File: config.mk
export PLATFORM = sky130hd
export DESIGN_NAME = chunked_response_deframer_core
export DESIGN_NICKNAME = d
export VERILOG_FILES = /design/src/sv/crd_pkg.sv /design/src/sv/chunked_response_deframer_core.sv /design/src/sv/crd_front.sv /design/src/sv/crd_queue.sv /design/src/sv/crd_back.sv
export SDC_FILE = /design/constraint.sdc
export NUM_CORES = 1
export LEC_CHECK = 0
export ABC_AREA = 1
export BUFFER_PORTS_ARGS = -buffer_cell sky130_fd_sc_hd__buf_4
export CELL_PAD_IN_SITES_DETAIL_PLACEMENT = 0
export CELL_PAD_IN_SITES_GLOBAL_PLACEMENT = 1
export CORE_MARGIN = 2
export CORE_UTILIZATION = 40
export DETAILED_ROUTE_END_ITERATION = 7
export GPL_TIMING_DRIVEN = 1
export PLACE_DENSITY_LB_ADDON = 0.1
export SLEW_MARGIN = 20
export SYNTH_ARGS = -nofsm -noshare
export SYNTH_HDL_FRONTEND = slang
export SYNTH_SLANG_ARGS = --single-unit
File: constraint.sdc
create_clock -name clock -period 2.96 [get_ports clock]
set_input_delay 0.148 -clock clock [delete_from_list [all_inputs] [get_ports clock]]
set_output_delay 0.148 -clock clock [all_outputs]
set_load 0.1 [all_outputs]
File: src/sv/crd_pkg.sv
`timescale 1ns / 1ps

package crd_pkg;

   // header is one flag byte then a 64-bit little-endian length
   localparam int HEADER_BYTES = 9;
   localparam int LAST_HEADER = HEADER_BYTES - 1;

   localparam int QUEUE_DEPTH = 4;
   localparam int QUEUE_AW = $clog2(QUEUE_DEPTH);

   typedef logic [QUEUE_AW-1:0] qptr_type;
   typedef logic [QUEUE_AW:0] qcount_type;

   typedef enum logic [1:0] {
      CSR_BUFFER_COUNT   = 2'd0,
      CSR_BUFFER_LENGTH  = 2'd1,
      CSR_MAX_ERROR_CODE = 2'd2
   } csr_index_type;

   typedef enum logic [1:0] {
      KIND_HEADER  = 2'd0,
      KIND_PAYLOAD = 2'd1,
      KIND_TEXT    = 2'd2,
      KIND_STATUS  = 2'd3
   } kind_type;

   typedef enum logic [2:0] {
      ST_OK        = 3'd0,
      ST_AFTER_END = 3'd1,
      ST_TOO_LONG  = 3'd2,
      ST_BAD_FLAG  = 3'd3,
      ST_SERVER    = 3'd4,
      ST_NEED_MORE = 3'd5
   } status_type;

   typedef enum logic [2:0] {
      PH_HEADER      = 3'd0,
      PH_PAYLOAD     = 3'd1,
      PH_ERRTEXT     = 3'd2,
      PH_DONE_OK     = 3'd3,
      PH_DONE_SERVER = 3'd4,
      PH_FAIL_AFTER  = 3'd5,
      PH_FAIL_LONG   = 3'd6,
      PH_FAIL_FLAG   = 3'd7
   } phase_type;

   localparam logic MODE_DATA = 1'b0;
   localparam logic MODE_EOM  = 1'b1;

   typedef struct packed {
      logic       mode;
      logic [7:0] data_byte;
      logic       link_ok;
   } req_type;

   typedef struct packed {
      kind_type    kind;
      logic        buffer_index;
      logic [31:0] buffer_offset;
      logic [7:0]  data_out;
      status_type  status;
      logic [7:0]  error_code;
      logic        done_res;
   } rsp_type;

   typedef struct packed {
      logic [1:0]  buffer_count;
      logic [31:0] buffer_length;
      logic [7:0]  max_error_code;
   } cfg_type;

   localparam cfg_type CFG_RESET = '{
      buffer_count:   2'd1,
      buffer_length:  32'd1,
      max_error_code: 8'd255
   };

   // classified transaction handed from the parser to the output side
   typedef struct packed {
      kind_type   kind;
      logic [7:0] data;
      status_type status;
      logic [7:0] error_code;
      logic       done;
      logic       rearm;
   } entry_type;

   // payload bytes expected: buffer count clamped to 1..2 times buffer length
   function automatic logic [32:0] total_of(cfg_type cfg);
      logic two;
      two = cfg.buffer_count[1];
      return two ? {cfg.buffer_length, 1'b0} : {1'b0, cfg.buffer_length};
   endfunction

endpackage

File: src/sv/chunked_response_deframer_core.sv
`timescale 1ns / 1ps

// Chunked response deframer. Takes a response stream one byte per
// transaction and returns exactly one result transaction for each one taken.
// The stream is a series of chunks with a 9-byte header (flag byte, then a
// 64-bit little-endian length); payload bytes come out tagged with their
// buffer index and offset, error text bytes are passed through, and status
// results report completion, bytes after the end, oversized chunks, bad
// flags and server errors. A transaction with mode set ends the message,
// gives the verdict and re-arms for the next response; a write to any of the
// three registers re-arms as well. Throughput is one transaction per clock
// while neither side stalls: the parser settles each byte in the cycle it is
// taken, and a four-entry queue plus the output register let the two sides
// stall independently. A result waits in the queue, then moves into the
// output register once the output is free. req_stall rises only while the
// queue is full. No clearing pass after reset.

module chunked_response_deframer_core (
   input  logic             clock,
   input  logic             reset,

   // request channel
   input  logic             req_valid,
   output logic             req_stall,
   input  crd_pkg::req_type req_payload,

   // result channel
   output logic             rsp_valid,
   input  logic             rsp_stall,
   output crd_pkg::rsp_type rsp_payload,

   // register write port
   input  logic             csr_write_enable,
   input  logic [1:0]       csr_index,
   input  logic [31:0]      csr_data
);

   crd_pkg::cfg_type   cfg_ff, cfg_in;
   logic               cfg_rearm;

   logic               req_accept;
   crd_pkg::entry_type front_entry;
   crd_pkg::entry_type queue_head;
   logic               queue_not_empty;
   logic               queue_full;
   logic               queue_pop;

   // register writes; an unused index leaves everything as it was
   always_comb begin
      cfg_in    = cfg_ff;
      cfg_rearm = 1'b0;
      if (csr_write_enable) begin
         case (csr_index)
            crd_pkg::CSR_BUFFER_COUNT: begin
               cfg_in.buffer_count = csr_data[1:0];
               cfg_rearm           = 1'b1;
            end
            crd_pkg::CSR_BUFFER_LENGTH: begin
               cfg_in.buffer_length = csr_data;
               cfg_rearm            = 1'b1;
            end
            crd_pkg::CSR_MAX_ERROR_CODE: begin
               cfg_in.max_error_code = csr_data[7:0];
               cfg_rearm             = 1'b1;
            end
            default: cfg_rearm = 1'b0;
         endcase
      end
   end

   always_ff @(posedge clock) begin
      if (reset) begin
         cfg_ff <= crd_pkg::CFG_RESET;
      end else begin
         cfg_ff <= cfg_in;
      end
   end

   // front side takes a transaction whenever the queue has room
   assign req_stall  = queue_full;
   assign req_accept = req_valid && !req_stall;

   // parser: header assembly, chunk checks, phase tracking
   crd_front u_front (
      .clock     (clock),
      .reset     (reset),
      .accept    (req_accept),
      .item      (req_payload),
      .cfg_in    (cfg_in),
      .cfg_rearm (cfg_rearm),
      .entry     (front_entry)
   );

   // classified transactions waiting for the output side
   crd_queue u_queue (
      .clock      (clock),
      .reset      (reset),
      .push       (req_accept),
      .push_entry (front_entry),
      .pop        (queue_pop),
      .head       (queue_head),
      .not_empty  (queue_not_empty),
      .full       (queue_full)
   );

   // output side: buffer placement and the result register
   crd_back u_back (
      .clock         (clock),
      .reset         (reset),
      .head          (queue_head),
      .not_empty     (queue_not_empty),
      .pop           (queue_pop),
      .buffer_length (cfg_ff.buffer_length),
      .cfg_rearm     (cfg_rearm),
      .rsp_valid     (rsp_valid),
      .rsp_stall     (rsp_stall),
      .rsp_payload   (rsp_payload)
   );

endmodule

File: src/sv/crd_front.sv
`timescale 1ns / 1ps

module crd_front (
   input  logic               clock,
   input  logic               reset,
   input  logic               accept,
   input  crd_pkg::req_type   item,
   input  crd_pkg::cfg_type   cfg_in,
   input  logic               cfg_rearm,
   output crd_pkg::entry_type entry
);

   crd_pkg::phase_type phase_ff, phase_in;
   logic [3:0]  hdr_count_ff, hdr_count_in;
   logic [32:0] len_ff, len_in;
   logic        hi_ff, hi_in;       // some length bit above bit 32 is set
   logic [32:0] chunk_ff, chunk_in;
   logic [32:0] total_ff, total_in;
   logic [7:0]  code_ff, code_in;

   logic        hi_fin;
   logic        rearm;
   logic [32:0] chunk_dec;
   logic [32:0] total_dec;

   always_comb begin
      phase_in     = phase_ff;
      hdr_count_in = hdr_count_ff;
      len_in       = len_ff;
      hi_in        = hi_ff;
      chunk_in     = chunk_ff;
      total_in     = total_ff;
      code_in      = code_ff;
      rearm        = 1'b0;

      hi_fin    = hi_ff | (|item.data_byte);
      chunk_dec = chunk_ff - 33'd1;
      total_dec = total_ff - 33'd1;

      entry.kind       = crd_pkg::KIND_STATUS;
      entry.data       = 8'd0;
      entry.status     = crd_pkg::ST_OK;
      entry.error_code = 8'd0;
      entry.done       = 1'b1;
      entry.rearm      = 1'b0;

      if (item.mode == crd_pkg::MODE_EOM) begin
         entry.rearm = 1'b1;
         rearm       = 1'b1;
         case (phase_ff)
            crd_pkg::PH_DONE_SERVER: begin
               entry.status     = crd_pkg::ST_SERVER;
               entry.error_code = code_ff;
            end
            crd_pkg::PH_FAIL_AFTER:  entry.status = crd_pkg::ST_AFTER_END;
            crd_pkg::PH_FAIL_LONG:   entry.status = crd_pkg::ST_TOO_LONG;
            crd_pkg::PH_FAIL_FLAG:   entry.status = crd_pkg::ST_BAD_FLAG;
            crd_pkg::PH_DONE_OK: begin
               entry.status = item.link_ok ? crd_pkg::ST_OK : crd_pkg::ST_NEED_MORE;
            end
            default: entry.status = crd_pkg::ST_NEED_MORE;
         endcase
      end else begin
         case (phase_ff)
            crd_pkg::PH_HEADER: begin
               entry.kind   = crd_pkg::KIND_HEADER;
               entry.done   = 1'b0;
               hdr_count_in = hdr_count_ff + 4'd1;
               case (hdr_count_ff)
                  4'd0: begin
                     code_in = item.data_byte;
                     len_in  = 33'd0;
                     hi_in   = 1'b0;
                  end
                  4'd1: len_in[7:0]   = item.data_byte;
                  4'd2: len_in[15:8]  = item.data_byte;
                  4'd3: len_in[23:16] = item.data_byte;
                  4'd4: len_in[31:24] = item.data_byte;
                  4'd5: begin
                     len_in[32] = item.data_byte[0];
                     hi_in      = hi_ff | (|item.data_byte[7:1]);
                  end
                  default: hi_in = hi_fin;
               endcase
               if (hdr_count_ff == 4'(crd_pkg::LAST_HEADER)) begin
                  // header complete: check the chunk against what is left
                  hdr_count_in = 4'd0;
                  chunk_in     = len_ff;
                  if (code_ff == 8'd0) begin
                     if (hi_fin || (len_ff > total_ff)) begin
                        phase_in     = crd_pkg::PH_FAIL_LONG;
                        entry.status = crd_pkg::ST_TOO_LONG;
                        entry.done   = 1'b1;
                     end else if (len_ff == 33'd0) begin
                        if (total_ff == 33'd0) begin
                           phase_in   = crd_pkg::PH_DONE_OK;
                           entry.done = 1'b1;
                        end
                     end else begin
                        phase_in = crd_pkg::PH_PAYLOAD;
                     end
                  end else if (code_ff > cfg_in.max_error_code) begin
                     phase_in     = crd_pkg::PH_FAIL_FLAG;
                     entry.status = crd_pkg::ST_BAD_FLAG;
                     entry.done   = 1'b1;
                  end else if (hi_fin || len_ff[32]) begin
                     phase_in     = crd_pkg::PH_FAIL_LONG;
                     entry.status = crd_pkg::ST_TOO_LONG;
                     entry.done   = 1'b1;
                  end else if (len_ff == 33'd0) begin
                     // empty error chunk reports at once
                     phase_in         = crd_pkg::PH_DONE_SERVER;
                     entry.status     = crd_pkg::ST_SERVER;
                     entry.error_code = code_ff;
                     entry.done       = 1'b1;
                  end else begin
                     phase_in = crd_pkg::PH_ERRTEXT;
                  end
               end
            end
            crd_pkg::PH_PAYLOAD: begin
               entry.kind = crd_pkg::KIND_PAYLOAD;
               entry.data = item.data_byte;
               entry.done = 1'b0;
               chunk_in   = chunk_dec;
               total_in   = total_dec;
               if (total_dec == 33'd0) begin
                  phase_in   = crd_pkg::PH_DONE_OK;
                  entry.done = 1'b1;
               end else if (chunk_dec == 33'd0) begin
                  phase_in = crd_pkg::PH_HEADER;
               end
            end
            crd_pkg::PH_ERRTEXT: begin
               entry.kind = crd_pkg::KIND_TEXT;
               entry.data = item.data_byte;
               entry.done = 1'b0;
               chunk_in   = chunk_dec;
               if (chunk_dec == 33'd0) begin
                  phase_in         = crd_pkg::PH_DONE_SERVER;
                  entry.status     = crd_pkg::ST_SERVER;
                  entry.error_code = code_ff;
                  entry.done       = 1'b1;
               end
            end
            crd_pkg::PH_DONE_OK, crd_pkg::PH_DONE_SERVER: begin
               phase_in     = crd_pkg::PH_FAIL_AFTER;
               entry.status = crd_pkg::ST_AFTER_END;
            end
            crd_pkg::PH_FAIL_AFTER: entry.status = crd_pkg::ST_AFTER_END;
            crd_pkg::PH_FAIL_LONG:  entry.status = crd_pkg::ST_TOO_LONG;
            crd_pkg::PH_FAIL_FLAG:  entry.status = crd_pkg::ST_BAD_FLAG;
            default:                entry.status = crd_pkg::ST_OK;
         endcase
      end
   end

   always_ff @(posedge clock) begin
      if (reset) begin
         phase_ff     <= crd_pkg::PH_HEADER;
         hdr_count_ff <= 4'd0;
         len_ff       <= 33'd0;
         hi_ff        <= 1'b0;
         chunk_ff     <= 33'd0;
         total_ff     <= crd_pkg::total_of(crd_pkg::CFG_RESET);
         code_ff      <= 8'd0;
      end else if (cfg_rearm || (accept && rearm)) begin
         phase_ff     <= crd_pkg::PH_HEADER;
         hdr_count_ff <= 4'd0;
         len_ff       <= 33'd0;
         hi_ff        <= 1'b0;
         chunk_ff     <= 33'd0;
         total_ff     <= crd_pkg::total_of(cfg_in);
         code_ff      <= 8'd0;
      end else if (accept) begin
         phase_ff     <= phase_in;
         hdr_count_ff <= hdr_count_in;
         len_ff       <= len_in;
         hi_ff        <= hi_in;
         chunk_ff     <= chunk_in;
         total_ff     <= total_in;
         code_ff      <= code_in;
      end
   end

endmodule

File: src/sv/crd_queue.sv
`timescale 1ns / 1ps

module crd_queue (
   input  logic               clock,
   input  logic               reset,
   input  logic               push,
   input  crd_pkg::entry_type push_entry,
   input  logic               pop,
   output crd_pkg::entry_type head,
   output logic               not_empty,
   output logic               full
);

   crd_pkg::entry_type slots_ff [crd_pkg::QUEUE_DEPTH];
   crd_pkg::qptr_type   wr_ptr_ff, wr_ptr_in;
   crd_pkg::qptr_type   rd_ptr_ff, rd_ptr_in;
   crd_pkg::qcount_type count_ff, count_in;

   assign head      = slots_ff[rd_ptr_ff];
   assign not_empty = (count_ff != '0);
   assign full      = (count_ff == crd_pkg::qcount_type'(crd_pkg::QUEUE_DEPTH));

   always_comb begin
      wr_ptr_in = push ? crd_pkg::qptr_type'(wr_ptr_ff + 1'b1) : wr_ptr_ff;
      rd_ptr_in = pop ? crd_pkg::qptr_type'(rd_ptr_ff + 1'b1) : rd_ptr_ff;
      case ({push, pop})
         2'b10:   count_in = crd_pkg::qcount_type'(count_ff + 1'b1);
         2'b01:   count_in = crd_pkg::qcount_type'(count_ff - 1'b1);
         default: count_in = count_ff;
      endcase
   end

   always_ff @(posedge clock) begin
      if (reset) begin
         wr_ptr_ff <= '0;
         rd_ptr_ff <= '0;
         count_ff  <= '0;
      end else begin
         wr_ptr_ff <= wr_ptr_in;
         rd_ptr_ff <= rd_ptr_in;
         count_ff  <= count_in;
      end
   end

   always_ff @(posedge clock) begin
      if (push) begin
         slots_ff[wr_ptr_ff] <= push_entry;
      end
   end

endmodule

File: src/sv/crd_back.sv
`timescale 1ns / 1ps

module crd_back (
   input  logic               clock,
   input  logic               reset,
   input  crd_pkg::entry_type head,
   input  logic               not_empty,
   output logic               pop,
   input  logic [31:0]        buffer_length,
   input  logic               cfg_rearm,
   output logic               rsp_valid,
   input  logic               rsp_stall,
   output crd_pkg::rsp_type   rsp_payload
);

   logic             rsp_valid_ff, rsp_valid_in;
   crd_pkg::rsp_type rsp_ff, rsp_in;
   logic             sel_ff, sel_in;
   logic [31:0]      offset_ff, offset_in;
   logic [32:0]      offset_next;

   assign pop         = not_empty && (!rsp_valid_ff || !rsp_stall);
   assign rsp_valid   = rsp_valid_ff;
   assign rsp_payload = rsp_ff;

   always_comb begin
      rsp_valid_in = rsp_valid_ff && rsp_stall;
      rsp_in       = rsp_ff;
      sel_in       = sel_ff;
      offset_in    = offset_ff;
      offset_next  = {1'b0, offset_ff} + 33'd1;

      if (pop) begin
         rsp_valid_in         = 1'b1;
         rsp_in.kind          = head.kind;
         rsp_in.buffer_index  = 1'b0;
         rsp_in.buffer_offset = 32'd0;
         rsp_in.data_out      = head.data;
         rsp_in.status        = head.status;
         rsp_in.error_code    = head.error_code;
         rsp_in.done_res      = head.done;
         if (head.kind == crd_pkg::KIND_PAYLOAD) begin
            // place the byte, then step to the next slot or buffer
            rsp_in.buffer_index  = sel_ff;
            rsp_in.buffer_offset = offset_ff;
            if (offset_next >= {1'b0, buffer_length}) begin
               offset_in = 32'd0;
               sel_in    = ~sel_ff;
            end else begin
               offset_in = offset_next[31:0];
            end
         end
         if (head.rearm) begin
            offset_in = 32'd0;
            sel_in    = 1'b0;
         end
      end
      if (cfg_rearm) begin
         offset_in = 32'd0;
         sel_in    = 1'b0;
      end
   end

   always_ff @(posedge clock) begin
      if (reset) begin
         rsp_valid_ff <= 1'b0;
         sel_ff       <= 1'b0;
         offset_ff    <= 32'd0;
      end else begin
         rsp_valid_ff <= rsp_valid_in;
         sel_ff       <= sel_in;
         offset_ff    <= offset_in;
      end
   end

   always_ff @(posedge clock) begin
      rsp_ff <= rsp_in;
   end

endmodule

==> flow_summary.toml <==
[status]
outcome = "finished, violations left"
violations = "setup timing"

[place]
port-buffer-count = 105
dp_hpwl_um = 44600
place_area_um2 = 21590
gp_congestion = 0.9417
dp.cells = 3298

[routing]
wl_um = 60190
firstDrtPassIters = 6
num_vias = 17770
first_iter_violations = 1099
drc = 0
vias_per_cell = 5.169
wire_per_inst_um = 17.51
ant_nets = 0

[worst_setup_path]
path_cells = "ha_4 -> nand3_4 -> inv_2 -> buf_6 -> nand3_4 -> nor4_4 -> buf_4 -> xor2_2 -> inv_2 -> ha_4 -> nand4_1 -> nor4_2 -> buf_4 -> nand3_1 -> nand4_2 -> clkinv_4 -> clkbuf_16 -> nand2_1 -> a21oi_1"
cp.buffers_inverters = 7
cp_max_fo = 11
cp_top_family = "simple AND/OR/NAND/NOR gates"
critPathLaunchType = "register"
worstPathArrival_ns = 3.65
critPathKind = "reg -> reg"
crit_slowest_cell = "dfxtp_4"
end_kind = "register"
required_ns = 3.40
slowest_delay_ns = 0.38

[run]
maxCapViolations = 0

[sta]
rsz0062_at_grt = "true"
finClkSkew_ns = 0.03271
hold_viol = 0
fmax_mhz = 310.6
setup_violations = 33
layout_setup_ws_ns = -0.2592
period_share = 1.088
worstMarginPinSlew_ns = 1.053
drv_slew = 0
layout_min_cycle_time_ns = 3.219
slew_headroom = 0.2973

[cts]
htreeDepth = 2
insertion_delay_ns = 0.59
cts-root-buf = "clkbuf_16"
cts_max_path_buffers = 3
cts_tree = "done"
clkTransAtPathRegs_ns = 0.06
cts_inserted_buffers = 42
clock-sinks = 346

[layout]
nets = 2933
final_cell_mix = "nand2_1 (533), nor2_1 (367), buf_4 (278)"
syn_to_final_growth_pct = 27.00
final_common_cell = "nand2_1"
drive_gt1_frac = 0.1777
stdcell_count = 3437
diodes = 0
stdcell_area_um2 = 24120
n_fill_cell = 4513

[grt]
overflow = 0
track_usage = 0.2400
grt_max_degree = 63
grt_pass1_wl_um = 93450
grt_pass1_vias = 16890
antenna_found_initial = 0

[synth]
synth_cells = 2507
synth-seq-area-share = 0.4421
avgSynthCellArea_um2 = 7.577
synth_top_flop_cell = "dfxtp_1"
yosysTopAreaCell = "edfxtp_1"
synth-async-reset-ratio = 0
yosys.area_share.adder = 0.05836
yosysTopAreaCellShare = 0.2324
synth.area.mux_share = 0.003162
synth_area_leaders = "edfxtp_1 (23%), dfxtp_1 (21%), nand2_1 (11%)"
yosys.area_share.simple = 0.2556
yosysWarnings = 0
ys_ff_latch = 346
synth_xor_area_frac = 0.02305
synth_top_family_by_area = "simple AND/OR/NAND/NOR gates"
synth-edff-count = 147
netlist_area_um2 = 19000
synthesis.nets = 2644
synth_compound_area_frac = 0.1431
synth.distinct_cells = 55

[hold_path]
hp-class = "in -> reg"

[floorplanning]
initial_utilization = 0.4063
io_pins = 106
die-area_um2 = 49250
die_x_um = 221.9
num_rows = 79
die_h_um = 221.9
design.core.area_um2 = 46750

[power_and_ir_drop]
powerDensity_nw_per_um2 = 779.8
p_leak_nw = 10.35
ir_drop_v = 0.0005557
-- cells in the mapped netlist, drive strengths merged, types with 5 or more instances --
cell    number
ha          87
nand4       46
a221oi      11
buf         11
o21ai      193
a211oi       5
nand3       82
nor4        21
a22oi        9
clkbuf      75
o211ai      25
o22ai       41
nor3        39
xnor2       10
a31oi       20
mux2i        6
a21oi      169
nand2      562
xor2        40
nor2       404
dfxtp      199
edfxtp     147
inv        280
-- cell type report --
cell class | count | area [um^2] | area share
tap | 607 | 759.5 | 0.03148
clock buffer | 56 | 1154 | 0.04782
clock inverter | 22 | 322.8 | 0.01338
sequential | 346 | 8413 | 0.3487
multi-input combinational | 1794 | 9731 | 0.4034
timing repair buffer | 330 | 2675 | 0.1109
inverter | 282 | 1070 | 0.04434
-- power breakdown --
group / total [W] / switching (W) / internal (W)
clock: 0.00543 / 0.00219 / 0.00324
combinational: 0.00724 / 0.00558 / 0.00166
sequential: 0.00614 / 0.000305 / 0.00584
-- worst reg2reg max path, delay by kind of cell (launching register included) --
family | cells | cell delay [ns]
buffers and inverters | 7 | 0.88
adders and majority gates | 2 | 0.44
xor gates and xnor gates | 1 | 0.18
and+or+nand+nor | 8 | 1.14
DFF | 1 | 0.38
AOI/OAI and AO/OA | 1 | 0.06
-- kinds of logic after synthesis --
family / after synthesis
AO/OA/AOI/OAI: 486
XOR/XNOR: 50
adder cells (fa/ha/maj): 88
buffers and inverters: 368
flip-flops: 346
multiplexers: 6
AND/OR/NAND/NOR: 1163
-- registers in the layout, summed over array words and instances (netlist names), named ones only --
| name | flops |
|---|---|
| u_front.hi_ff | 1 |
| u_back.rsp_payload | 55 |
| u_front.chunk_ff | 33 |
| u_front.total_ff | 33 |
| u_front.hdr_count_ff | 4 |
| u_front.len_ff | 33 |
| cfg_ff | 41 |
| u_back.sel_ff | 1 |
| u_back.offset_ff | 32 |
| u_back.rsp_valid | 1 |
| u_front.code_ff | 8 |
| u_front.phase_ff | 3 |
| u_queue.slots_ff | 92 |
| u_queue.wr_ptr_ff | 2 |
| u_queue.rd_ptr_ff | 2 |
| u_queue.count_ff | 3 |
-- path summary, 6_finish.rpt --
kind                  startpoint              endpoint  slack, ns  depth (start not counted)
max          u_back.offset_ff[0]  u_back.offset_ff[16]      -0.26                         19
min                 csr_data[28]            cfg_ff[36]       0.06                          3
max reg2reg  u_back.offset_ff[0]  u_back.offset_ff[16]      -0.26                         19
min reg2reg            cfg_ff[7]             cfg_ff[7]       0.47                          2
-- metrics by stage --
step                      power (W)  setup slack [ns]  hold slack [ns]  utilization  TNS, ns
after floorplan             0.01141          0.002390           0.2469            -        0
after global placement      0.01308           -0.2634           0.4528       0.4618   -8.251
after detailed placement    0.01315           -0.3203           0.4585       0.4618   -9.892
after CTS                   0.01873           -0.2028          0.01555       0.5089   -5.877
after global routing        0.01964           -0.4462          0.06858       0.5160   -13.75
final                       0.01881           -0.2592          0.05518       0.5160   -7.324
-- layer usage --
layer	GRT usage	wire [um]	vias to the layer above
li1	-	-	8955
met1	0.3330	28380	8303
met2	0.3890	27420	419
met3	0.03499	2799	88
met4	0.06888	1587	0
met5	0	0	-
-- timing repair --
action | in CTS | in global routing
gates resized for setup | 35 | 67
endpoints found under the hold margin | 80 | 0
hold buffers | 41 | 0
buffers inserted | 15 | 1
pin swaps | 12 | 7
setup endpoints to repair | 33 | 63
cloned | 1 | 3
Power figures use the tool's default switching activity.
